### src/rtl/core/ogc_pkg.sv
`default_nettype none
// ----------------------------------------------------------------------------
// ogc_pkg
// shared constants, controller states and control/status bundles
// ----------------------------------------------------------------------------
package ogc_pkg;

	localparam int MAX_RANGES = 1024;
	localparam int AW = (MAX_RANGES > 2) ? $clog2(MAX_RANGES) : 1;
	localparam int CW = $clog2(MAX_RANGES + 1);
	localparam int SW = CW + 2;
	localparam int VW = 30;
	localparam int KW = 2 * VW;
	localparam int GW = 11;
	localparam logic [VW:0] WAYS_MOD = 31'd1000000007;

	typedef enum logic [3:0] {
		ST_LOAD,
		ST_SORT,
		ST_PASS,
		ST_RUN,
		ST_MRD,
		ST_MCMP,
		ST_SWI,
		ST_SWRD,
		ST_SWCMP,
		ST_POWI,
		ST_POW,
		ST_FIN
	} state_t;

	typedef struct packed {
		logic load;
		logic sort_init;
		logic run_first;
		logic pass_end;
		logic run_set;
		logic take;
		logic sweep_init;
		logic sweep_step;
		logic sweep_mode;
		logic pow_init;
		logic pow_step;
		logic emit;
	} cmd_t;

	typedef struct packed {
		logic pass_done;
		logic run_done;
		logic k_last;
		logic sw_last;
		logic n_zero;
		logic pow_done;
		logic out_free;
	} stat_t;

endpackage
`default_nettype wire

### src/rtl/core/ogc_ctrl.sv
`default_nettype none
// ----------------------------------------------------------------------------
// ogc_ctrl
// sequencer: load, merge sort passes, sweep, power, result
// ----------------------------------------------------------------------------
module ogc_ctrl (
	input  wire logic           clk,
	input  wire logic           arst_n,
	input  wire logic           in_valid,
	input  wire logic           in_last,
	input  wire ogc_pkg::stat_t st,
	output      logic           in_ready,
	output      ogc_pkg::cmd_t  cmd
);
	ogc_pkg::state_t state_q, state_d;

	always_ff @(posedge clk or negedge arst_n) begin
		if (!arst_n) begin
			state_q <= ogc_pkg::ST_LOAD;
		end else begin
			state_q <= state_d;
		end
	end

	always_comb begin
		state_d  = state_q;
		cmd      = '0;
		in_ready = 1'b0;
		case (state_q)
			ogc_pkg::ST_LOAD: begin
				in_ready = 1'b1;
				if (in_valid) begin
					cmd.load = 1'b1;
					if (in_last) state_d = ogc_pkg::ST_SORT;
				end
			end
			ogc_pkg::ST_SORT: begin
				cmd.sort_init = 1'b1;
				state_d = ogc_pkg::ST_PASS;
			end
			ogc_pkg::ST_PASS: begin
				if (st.pass_done) begin
					state_d = ogc_pkg::ST_SWI;
				end else begin
					cmd.run_first = 1'b1;
					state_d = ogc_pkg::ST_RUN;
				end
			end
			ogc_pkg::ST_RUN: begin
				if (st.run_done) begin
					cmd.pass_end = 1'b1;
					state_d = ogc_pkg::ST_PASS;
				end else begin
					cmd.run_set = 1'b1;
					state_d = ogc_pkg::ST_MRD;
				end
			end
			ogc_pkg::ST_MRD: state_d = ogc_pkg::ST_MCMP;
			ogc_pkg::ST_MCMP: begin
				cmd.take = 1'b1;
				state_d = st.k_last ? ogc_pkg::ST_RUN : ogc_pkg::ST_MRD;
			end
			ogc_pkg::ST_SWI: begin
				cmd.sweep_init = 1'b1;
				state_d = st.n_zero ? ogc_pkg::ST_POWI : ogc_pkg::ST_SWRD;
			end
			ogc_pkg::ST_SWRD: begin
				cmd.sweep_mode = 1'b1;
				state_d = ogc_pkg::ST_SWCMP;
			end
			ogc_pkg::ST_SWCMP: begin
				cmd.sweep_mode = 1'b1;
				cmd.sweep_step = 1'b1;
				state_d = st.sw_last ? ogc_pkg::ST_POWI : ogc_pkg::ST_SWRD;
			end
			ogc_pkg::ST_POWI: begin
				cmd.pow_init = 1'b1;
				state_d = ogc_pkg::ST_POW;
			end
			ogc_pkg::ST_POW: begin
				if (st.pow_done) begin
					state_d = ogc_pkg::ST_FIN;
				end else begin
					cmd.pow_step = 1'b1;
				end
			end
			ogc_pkg::ST_FIN: begin
				if (st.out_free) begin
					cmd.emit = 1'b1;
					state_d = ogc_pkg::ST_LOAD;
				end
			end
			default: state_d = ogc_pkg::ST_LOAD;
		endcase
	end
endmodule
`default_nettype wire

### config.mk
export PLATFORM = sky130hd
export DESIGN_NAME = ogc_ctrl
export DESIGN_NICKNAME = d
export VERILOG_FILES = /design/src/rtl/core/ogc_pkg.sv /design/src/rtl/core/ogc_ctrl.sv
export SDC_FILE = /design/constraint.sdc
export NUM_CORES = 1
export LEC_CHECK = 0
export BUFFER_PORTS_ARGS = -buffer_cell sky130_fd_sc_hd__buf_2
export CORE_AREA = 3 3 40 42
export DETAILED_ROUTE_END_ITERATION = 12
export DIE_AREA = 0 0 43 45
export SETUP_SLACK_MARGIN = 0.05
export SYNTH_ARGS = -nofsm -noshare
export SYNTH_HDL_FRONTEND = slang
export SYNTH_SLANG_ARGS = --single-unit
### constraint.sdc
create_clock -name clk -period 2.42 [get_ports clk]
set_input_delay 0.121 -clock clk [delete_from_list [all_inputs] [get_ports clk]]
set_output_delay 0.121 -clock clk [all_outputs]
set_load 0.005 [all_outputs]
Word-level counts from Yosys, hierarchy flattened:

Index checks and enable logic that the tools add are counted.
Widths: inputs -> output; s select.

* input bits: 11
* flip-flop bits (word level): 4
* output and inout bits: 13
* logic and storage cells: 47

* reduce and logical (&&, ||, !) cells: 3
* equal/unequal tests: 15
* mux-type cells: 28

Operators by type and width (count)
* $pmux 4 s12: 1
* $mux 4: 6
* $mux 1: 17
* $eq 4x3->1 const B: 4
* $eq 4x4->1 const B: 4
* $mux 3: 3
* $eq 4x2->1 const B: 2
* $ne 2x2->1 const B: 4
* $eq 4x1->1 const B: 1
* $logic_not 4->1: 1
* $reduce_and 4->1: 1
* $mux 2: 1
* $reduce_or 2->1: 1

Logic depth before layout (Yosys ltp):

Gate-level depths: netlist (run 1).

* depth after elaboration: 3
* gate-level depth with buffers: 5
* depth with buffers taken out: 4

Least setup slack after synthesis (run 1):

No wires, ideal clock.

* path type: register -> register
* start: register state_q[1]
* end: register state_q[0]
* stages on the path, launching flop included: 5
* data arrival time: 1043 ps
* library setup time: 124 ps
* data required time: 2296 ps
* clock period less this slack: 1167 ps
* path buffers: 0
* setup slack: 1253 ps
* cells stage by stage: dfrtp_1 nor4_2 a222oi_1 nand3_1 o31ai_1

* longest elaborated chain between the ends: 3
* elaborated cells on any way between the ends: 18
* those cells by class: eq/ne: 15; mux: 1; reduce/logical: 2

RTL lines
* start: declaration: line ogc_ctrl.sv:15 `ogc_pkg::state_t state_q, state_d;`
* start signal: assignment: line ogc_ctrl.sv:19 `state_q <= ogc_pkg::ST_LOAD;`
* start signal: assignment: line ogc_ctrl.sv:21 `state_q <= state_d;`
* $eq 4x4->1 / $logic_not 4->1 (equally long branches): line ogc_ctrl.sv:29 `case (state_q)`
* $ne 2x2->1 (no line)
* $reduce_and 4->1 (no line)

Several ways; a longest one is shown, not always the timed one.
A chain may end at the register's enable or synchronous reset.

==> results.md, run 1 <==
* Min Tclk post-route at 1644 ps
* Routed vias at 524
* Final wirelength at 1.198 mm
* WL/cell at 12.35 um
* Placed cells at 93
* Die Wd at 43 um
* Initial DRC Count at 9
* Commonest cells in the netlist: nor3_1 (7), nor2_1 (6), buf_6 (4), dfrtp_1 (4), nand2_1 (4)
* Synth Warn # at 0
* Post-CTS sizing at 0
* Share of cells above drive strength 1 at 0.3780
* Final Non-Filler Cells at 97
* PwrDens at 1055 nW/um2
* Die area at 1935 um2
* Primary FF master, synth: dfrtp_1
* Largest net degree at the start of global routing at 18
* Ports at 24
* Status: finished, final reports clean
* Hold/Removal Path Class: input port to flop
* P&R area growth vs syn at 26.50%
* ANT cells at 0
* Slew Limit Fails at 0
* Critical path startpoint category: flop
* Tot Pwr at 611.1 uW
* TritonCTS buffer count at 3
* Top cell type by total area after synthesis: dfrtp_1
* Cells taking the most area after synthesis: dfrtp_1 (22%), buf_6 (9.8%), nor3_1 (7.7%)
* GR peak layer: met2
* Worst slew pin tran at 524.9 ps
* Static leakage at 0.0002879 uW
* Hold Slack at 110.4 ps
* Met1 capacity usage during global routing at 0.1529
* Initial Util at 0.3564
* Synth Net Count at 70
* Reg with most FFs: state_q
* Synth unique cells at 28
* Total gr overflow at 0
* Synth Register Bits at 4
* Slowest cell on crit path: dfrtp_1
* Clk sinks at 4
* Post-synth EDFFs at 0
* Sequential-to-total area share from yosys stat at 0.2186
* Global-route met3 utilization at 0.03586
* IO Port Bufs at 23
* Mapped Area at 457.9 um2
* Placer Congestion at 0.6982
* CTS tree: done
* MaxCap Viol Count at 0
* Post-route cell area at 579.3 um2
* CTS Buffer Depth at 2
* Slew headroom at 0.6500
* Post-cts hold buffer count at 1
* Fill cells at 149
* Asr flop ratio synth at 1.000
* Maximum vdd drop at 0.5051 mV
* Setup TNS at 0 ps
* First-pass GRT wire length at 1.876 mm
* Setup CP Type: flop to primary output
* Via density at 5.402
* CP bufs+invs at 1
* Vias in the first global route at 455
* NumNets Final at 95
* Post-route ant nets at 0
* Top-count cell post-synth: nor3_1
* Syn_area_per_cell at 7.762 um2
* Slowest cell delay on critical path at 660 ps
* Rows at 13
* Core Box Area at 1285 um2
* Clock Skew at 2.695 ps
* Die height at 45 um
* Biggest regs: state_q: 4 flops
* CP cell instances: nand2b_4 -> nor3_1 -> o21bai_1 -> buf_2
* Syn Inst Count at 59
* Max reg flops at 4
* CP max FO at 17
* Crit-path leading delay family: flip-flops
* Placed cell area at 546.8 um2
* Setup Buffers After CTS at 0
* First-pass iteration count of the detailed router at 4
* Htree depth at 1
* Maximum clock rate at 608.3 MHz
* Setup violations, final at 0
* Critical Path Sink Type: primary output
* Grt met2 use at 0.2126
* Initial antenna violation count at 0
* Post-route DRC at 0
* Clk pin slew, worst setup/hold paths at 40 ps
* Root Driver: clkbuf_4
* Final hold vios at 0
* RSZ-0062 raised after global routing: false
* Share of Yosys cell area claimed by the top area cell type at 0.2186
* CP required at 2300 ps
* Half-perimeter wire length after placement at 879.7 um
* Worst EP arrival at 1520 ps
* Tcrit/Tclk final at 0.6793
* Total track usage at 0.1319
* Clock latency on the worst-skew pair at 240 ps
==> layout make-up <==
| cell class | count | area, um2 | share of cell area |
|---|---|---|---|
| flip-flops and latches | 4 | 100.1 | 0.1728 |
| well taps | 15 | 18.77 | 0.03240 |
| inverters | 1 | 3.754 | 0.006479 |
| repair buffers | 24 | 125.1 | 0.2160 |
| multi-input cells | 50 | 309.0 | 0.5335 |
| clock buffers | 3 | 22.52 | 0.03888 |
==> where the power goes <==
group	internal, uW	switching [uW]	total (uW)
Sequential	96.5	119	215
Combinational	165	148	313
Clock	55.5	27.2	82.7
==> worst reg2reg max path, cell delays in order (launching register included) <==
cell	delay, ps
dfrtp_1	660
nand2b_4	270
nor3_1	60
o21bai_1	210
o2111ai_1	130
==> final timing paths <==
path	slack, ps	from	cells past startpoint	endpoint
hold / removal	110	st[0]	2	state_q[0]
hold reg to reg	790	state_q[3]	1	state_q[2]
max in group asynchronous	2090	arst_n	2	state_q[0]
setup / recovery	780	state_q[2]	4	cmd[3]
min in group asynchronous	210	arst_n	2	state_q[2]
setup reg to reg	940	state_q[2]	4	state_q[1]
==> cells in the final DEF, fill, tap and decap left out, drive strengths merged, types with 2 or more instances in the layout <==
| master | instances |
|---|---|
| nor3 | 7 |
| o21ai | 4 |
| nand2 | 5 |
| nor3b | 2 |
| nand2b | 4 |
| nand3 | 2 |
| and2 | 3 |
| and3 | 2 |
| clkbuf | 3 |
| buf | 23 |
| nor2 | 6 |
| o21bai | 2 |
| o2111ai | 2 |
| nor4 | 3 |
| dfrtp | 4 |
==> layer usage <==
metal	share of wire	vias to the layer above
li1	-	267
met1	0.46	237
met2	0.46	18
met3	0.069	2
met4	0.0083	0
met5	0	-
==> logic make-up (layout without fill, tap and decap cells) <==
logic type | Yosys count | in the layout | share of synthesized area
compound gates | 13 | 13 | 0.1940
buf+inv | 5 | 28 | 0.1065
flops | 4 | 4 | 0.2186
mux | 1 | 1 | 0.02186
simple gates | 36 | 36 | 0.4590
==> metrics by stage <==
step                      setup slack (ps)  utilization
after global placement                1026       0.4255
after floorplan                       1253            -
after global routing                 668.6       0.4508
after CTS                            783.0       0.4508
after detailed placement             954.5       0.4255
final                                776.0       0.4508
Power figures use the tool's default switching activity.
==> run 2, diff against run 1 <==
ABC_AREA = 1   (was not set)
PLACE_DENSITY = 0.66   (was not set)
clock period = 1.45 ns   (was 2.42 ns; I/O delays follow)
==> results.md, run 2 <==
* Status: finished, final reports clean (unchanged)
* Most frequent cells in the layout: nand2_1 (25), buf_2 (23), inv_1 (20) (was buf_2 (23), nor3_1 (7), nor2_1 (6))
* Setup TNS at 0 ps (unchanged)
* Cells taking the most area after synthesis: dfrtp_1 (22%), nand2_1 (20%), inv_1 (16%) (was dfrtp_1 (22%), buf_6 (9.8%), nor3_1 (7.7%))
* Post-route ant nets at 0 (unchanged)
* Synth Area in Compound Gates at 0.07588 (was 0.1940)
* NumNets Final at 125 (was 95)
* Slew Limit Fails at 0 (unchanged)
* CP required at 1380 ps (was 2300 ps)
* Asr flop ratio synth at 1.000 (unchanged)
* Post-synthesis mux area share at 0 (was 0.02186)
* CP max FO at 5 (was 17)
* Largest net degree at the start of global routing at 7 (was 18)
* Primary FF master, synth: dfrtp_1 (unchanged)
* Total track usage at 0.1413 (was 0.1319)
* Leading cell type in the layout, fill and taps excluded: nand2_1 (was buf_2)
* Mapped Area at 461.7 um2 (was 457.9 um2)
* Core Box Area at 1285 um2 (unchanged)
* Via density at 4.669 (was 5.402)
* Syn_area_per_cell at 5.432 um2 (was 7.762 um2)
* ANT cells at 0 (unchanged)
* Ports at 24 (unchanged)
* MaxCap Viol Count at 0 (unchanged)
* Worst EP arrival at 1260 ps (was 1520 ps)
* Clk sinks at 4 (unchanged)
* Post-Synth XOR/XNOR Area at 0 (unchanged)
* First-pass iteration count of the detailed router at 4 (unchanged)
* Root Driver: clkbuf_4 (unchanged)
* Final wirelength at 1.207 mm (was 1.198 mm)
* CTS Buffer Depth at 2 (unchanged)
* Placed cell area at 595.6 um2 (was 546.8 um2)
* Biggest regs: state_q: 4 flops (unchanged)
* RSZ-0062 raised after global routing: true (was false)
* Post-route DRC at 0 (unchanged)
* Initial antenna violation count at 0 (unchanged)
* Max reg flops at 4 (unchanged)
* Clk pin slew, worst setup/hold paths at 40 ps (about the same)
* First-pass GRT wire length at 2.063 mm (was 1.876 mm)
* Die height at 45 um (unchanged)
* Htree depth at 1 (unchanged)
* Hold/Removal Path Class: input port to flop (unchanged)
* Vias in the first global route at 520 (was 455)
* Maximum clock rate at 748.6 MHz
* Static leakage at 0.0004391 uW (was 0.0002879 uW)
* Sequential-to-total area share from yosys stat at 0.2168 (was 0.2186)
* Setup Buffers After CTS at 0 (unchanged)
* Initial Util at 0.3593 (was 0.3564)
* Tot Pwr at 1166 uW (was 611.1 uW)
* Simple-Gate Fraction of Synth Area at 0.5203 (was 0.4590)
* Reg with most FFs: state_q (unchanged)
* WL/cell at 9.504 um (was 12.35 um)
* Die Wd at 43 um (unchanged)
* Clock Skew at 3.999 ps (was 2.695 ps)
* Die area at 1935 um2 (unchanged)
* Synth Register Bits at 4 (unchanged)
* Fill cells at 137 (was 149)
* Synth Warn # at 0 (unchanged)
* PwrDens at 1830 nW/um2 (was 1055 nW/um2)
* Setup violations, final at 0 (unchanged)
* Share of Yosys cell area claimed by the top area cell type at 0.2168 (was 0.2186)
* Synth unique cells at 16 (was 28)
* Final hold vios at 0 (unchanged)
* Half-perimeter wire length after placement at 1.016 mm (was 879.7 um)
* Worst slew pin tran at 258.3 ps (was 524.9 ps)
* Placer Congestion at 0.8656 (was 0.6982)
* Clock latency on the worst-skew pair at 240 ps (about the same)
* Syn Inst Count at 85 (was 59)
* Top cell type by total area after synthesis: dfrtp_1 (unchanged)
* Fin util at 0.4956 (was 0.4508)
* Synth Net Count at 96 (was 70)
* Routed vias at 593 (was 524)
* Largest family of logic cells by synthesized area: simple AND/OR/NAND/NOR gates (unchanged)
* Min Tclk post-route at 1336 ps
* Adder-cell share of the synthesized area at 0 (unchanged)
* Critical Path Sink Type: primary output (unchanged)
* Rows at 13 (unchanged)
* Maximum vdd drop at 0.8035 mV (was 0.5051 mV)
* Post-route cell area at 636.9 um2 (was 579.3 um2)
* IO Port Bufs at 23 (unchanged)
* Initial DRC Count at 18 (was 9)
* Top-count cell post-synth: nand2_1 (was nor3_1)
* Total gr overflow at 0 (unchanged)
* Setup CP Type: flop to primary output (unchanged)
* Share of cells above drive strength 1 at 0.3661 (was 0.3780)
* CTS tree: done (unchanged)
* Post-synth EDFFs at 0 (unchanged)
* TritonCTS buffer count at 3 (unchanged)
* Slew headroom at 0.8278 (was 0.6500)
* Hold Slack at 100.9 ps (was 110.4 ps)
* Commonest cells in the netlist: nand2_1 (25), inv_1 (20), nor2_1 (10) (was nor3_1 (7), nor2_1 (6), buf_6 (4), dfrtp_1 (4), nand2_1 (4))
* P&R area growth vs syn at 37.94% (was 26.50%)
* Critical path startpoint category: flop (unchanged)
* Tcrit/Tclk final at 0.9212
run 2: cell types whose count changed after synthesis, sizes merged, moves of 3 or more:
cell | before | now
nand2b | 4 | 0
nand3 | 2 | 5
inv | 1 | 23
nand2 | 5 | 27
buf | 4 | 0
nor4 | 3 | 0
o21ai | 4 | 1
nor3 | 7 | 1
and2 | 3 | 0
nor2 | 6 | 17
run 2: timing repair:
action	in CTS	in global routing
hold endpoints to repair	4	0
resized for setup	0	3
hold buffers	1	0
endpoints found under the setup margin	0	4
run 2: report_power, final:
part	internal [uW]	switching (uW)
registers	169	96.2
logic	287	471
clock network	92.8	49.9
total	549	617
run 2: kinds of logic after synthesis:
logic type,after synthesis
compound gates,6
buf+inv,23
flops,4
simple gates,52
run 2: area by class of cell:
class	count	area (um2)	share of cell area
timing repair buffer	24	125.1	0.1965
clock buffer	3	22.52	0.03536
sequential	4	101.3	0.1591
tap	15	18.77	0.02947
multi-input combinational	58	282.8	0.4440
inverter	23	86.33	0.1356
run 2: worst max-delay path, cell delays in order, from the launching register on:
cell and delay (ps):
dfrtp_1 450, nor2_4 170, inv_1 60, nor2_1 110
nand2_1 80, inv_1 50, buf_2 100
run 2: metrics by stage:
step | worst slack (ps) | instances
after floorplan | 299.1 | 85
after global placement | 197.0 | 123
after detailed placement | 195.7 | 123
after CTS | 55.03 | 127
after global routing | 0.9893 | 127
final | 114.3 | 127
run 2: routing by layer:
metal	GRT usage	wire [um]
met5	0	0
met1	0.1878	507
met2	0.2186	566
met3	0.02789	113
met4	0.07229	19
run 2: final timing paths:
| check | startpoint | to | cells past startpoint | slack [ps] |
|---|---|---|---|---|
| min in group asynchronous | arst_n | state_q[2] | 2 | 160 |
| max reg2reg | state_q[0] | state_q[1] | 8 | 210 |
| min reg2reg | state_q[0] | state_q[3] | 4 | 740 |
| max | state_q[2] | cmd[9] | 6 | 110 |
| min | st[6] | state_q[2] | 3 | 100 |
| max in group asynchronous | arst_n | state_q[0] | 2 | 1160 |
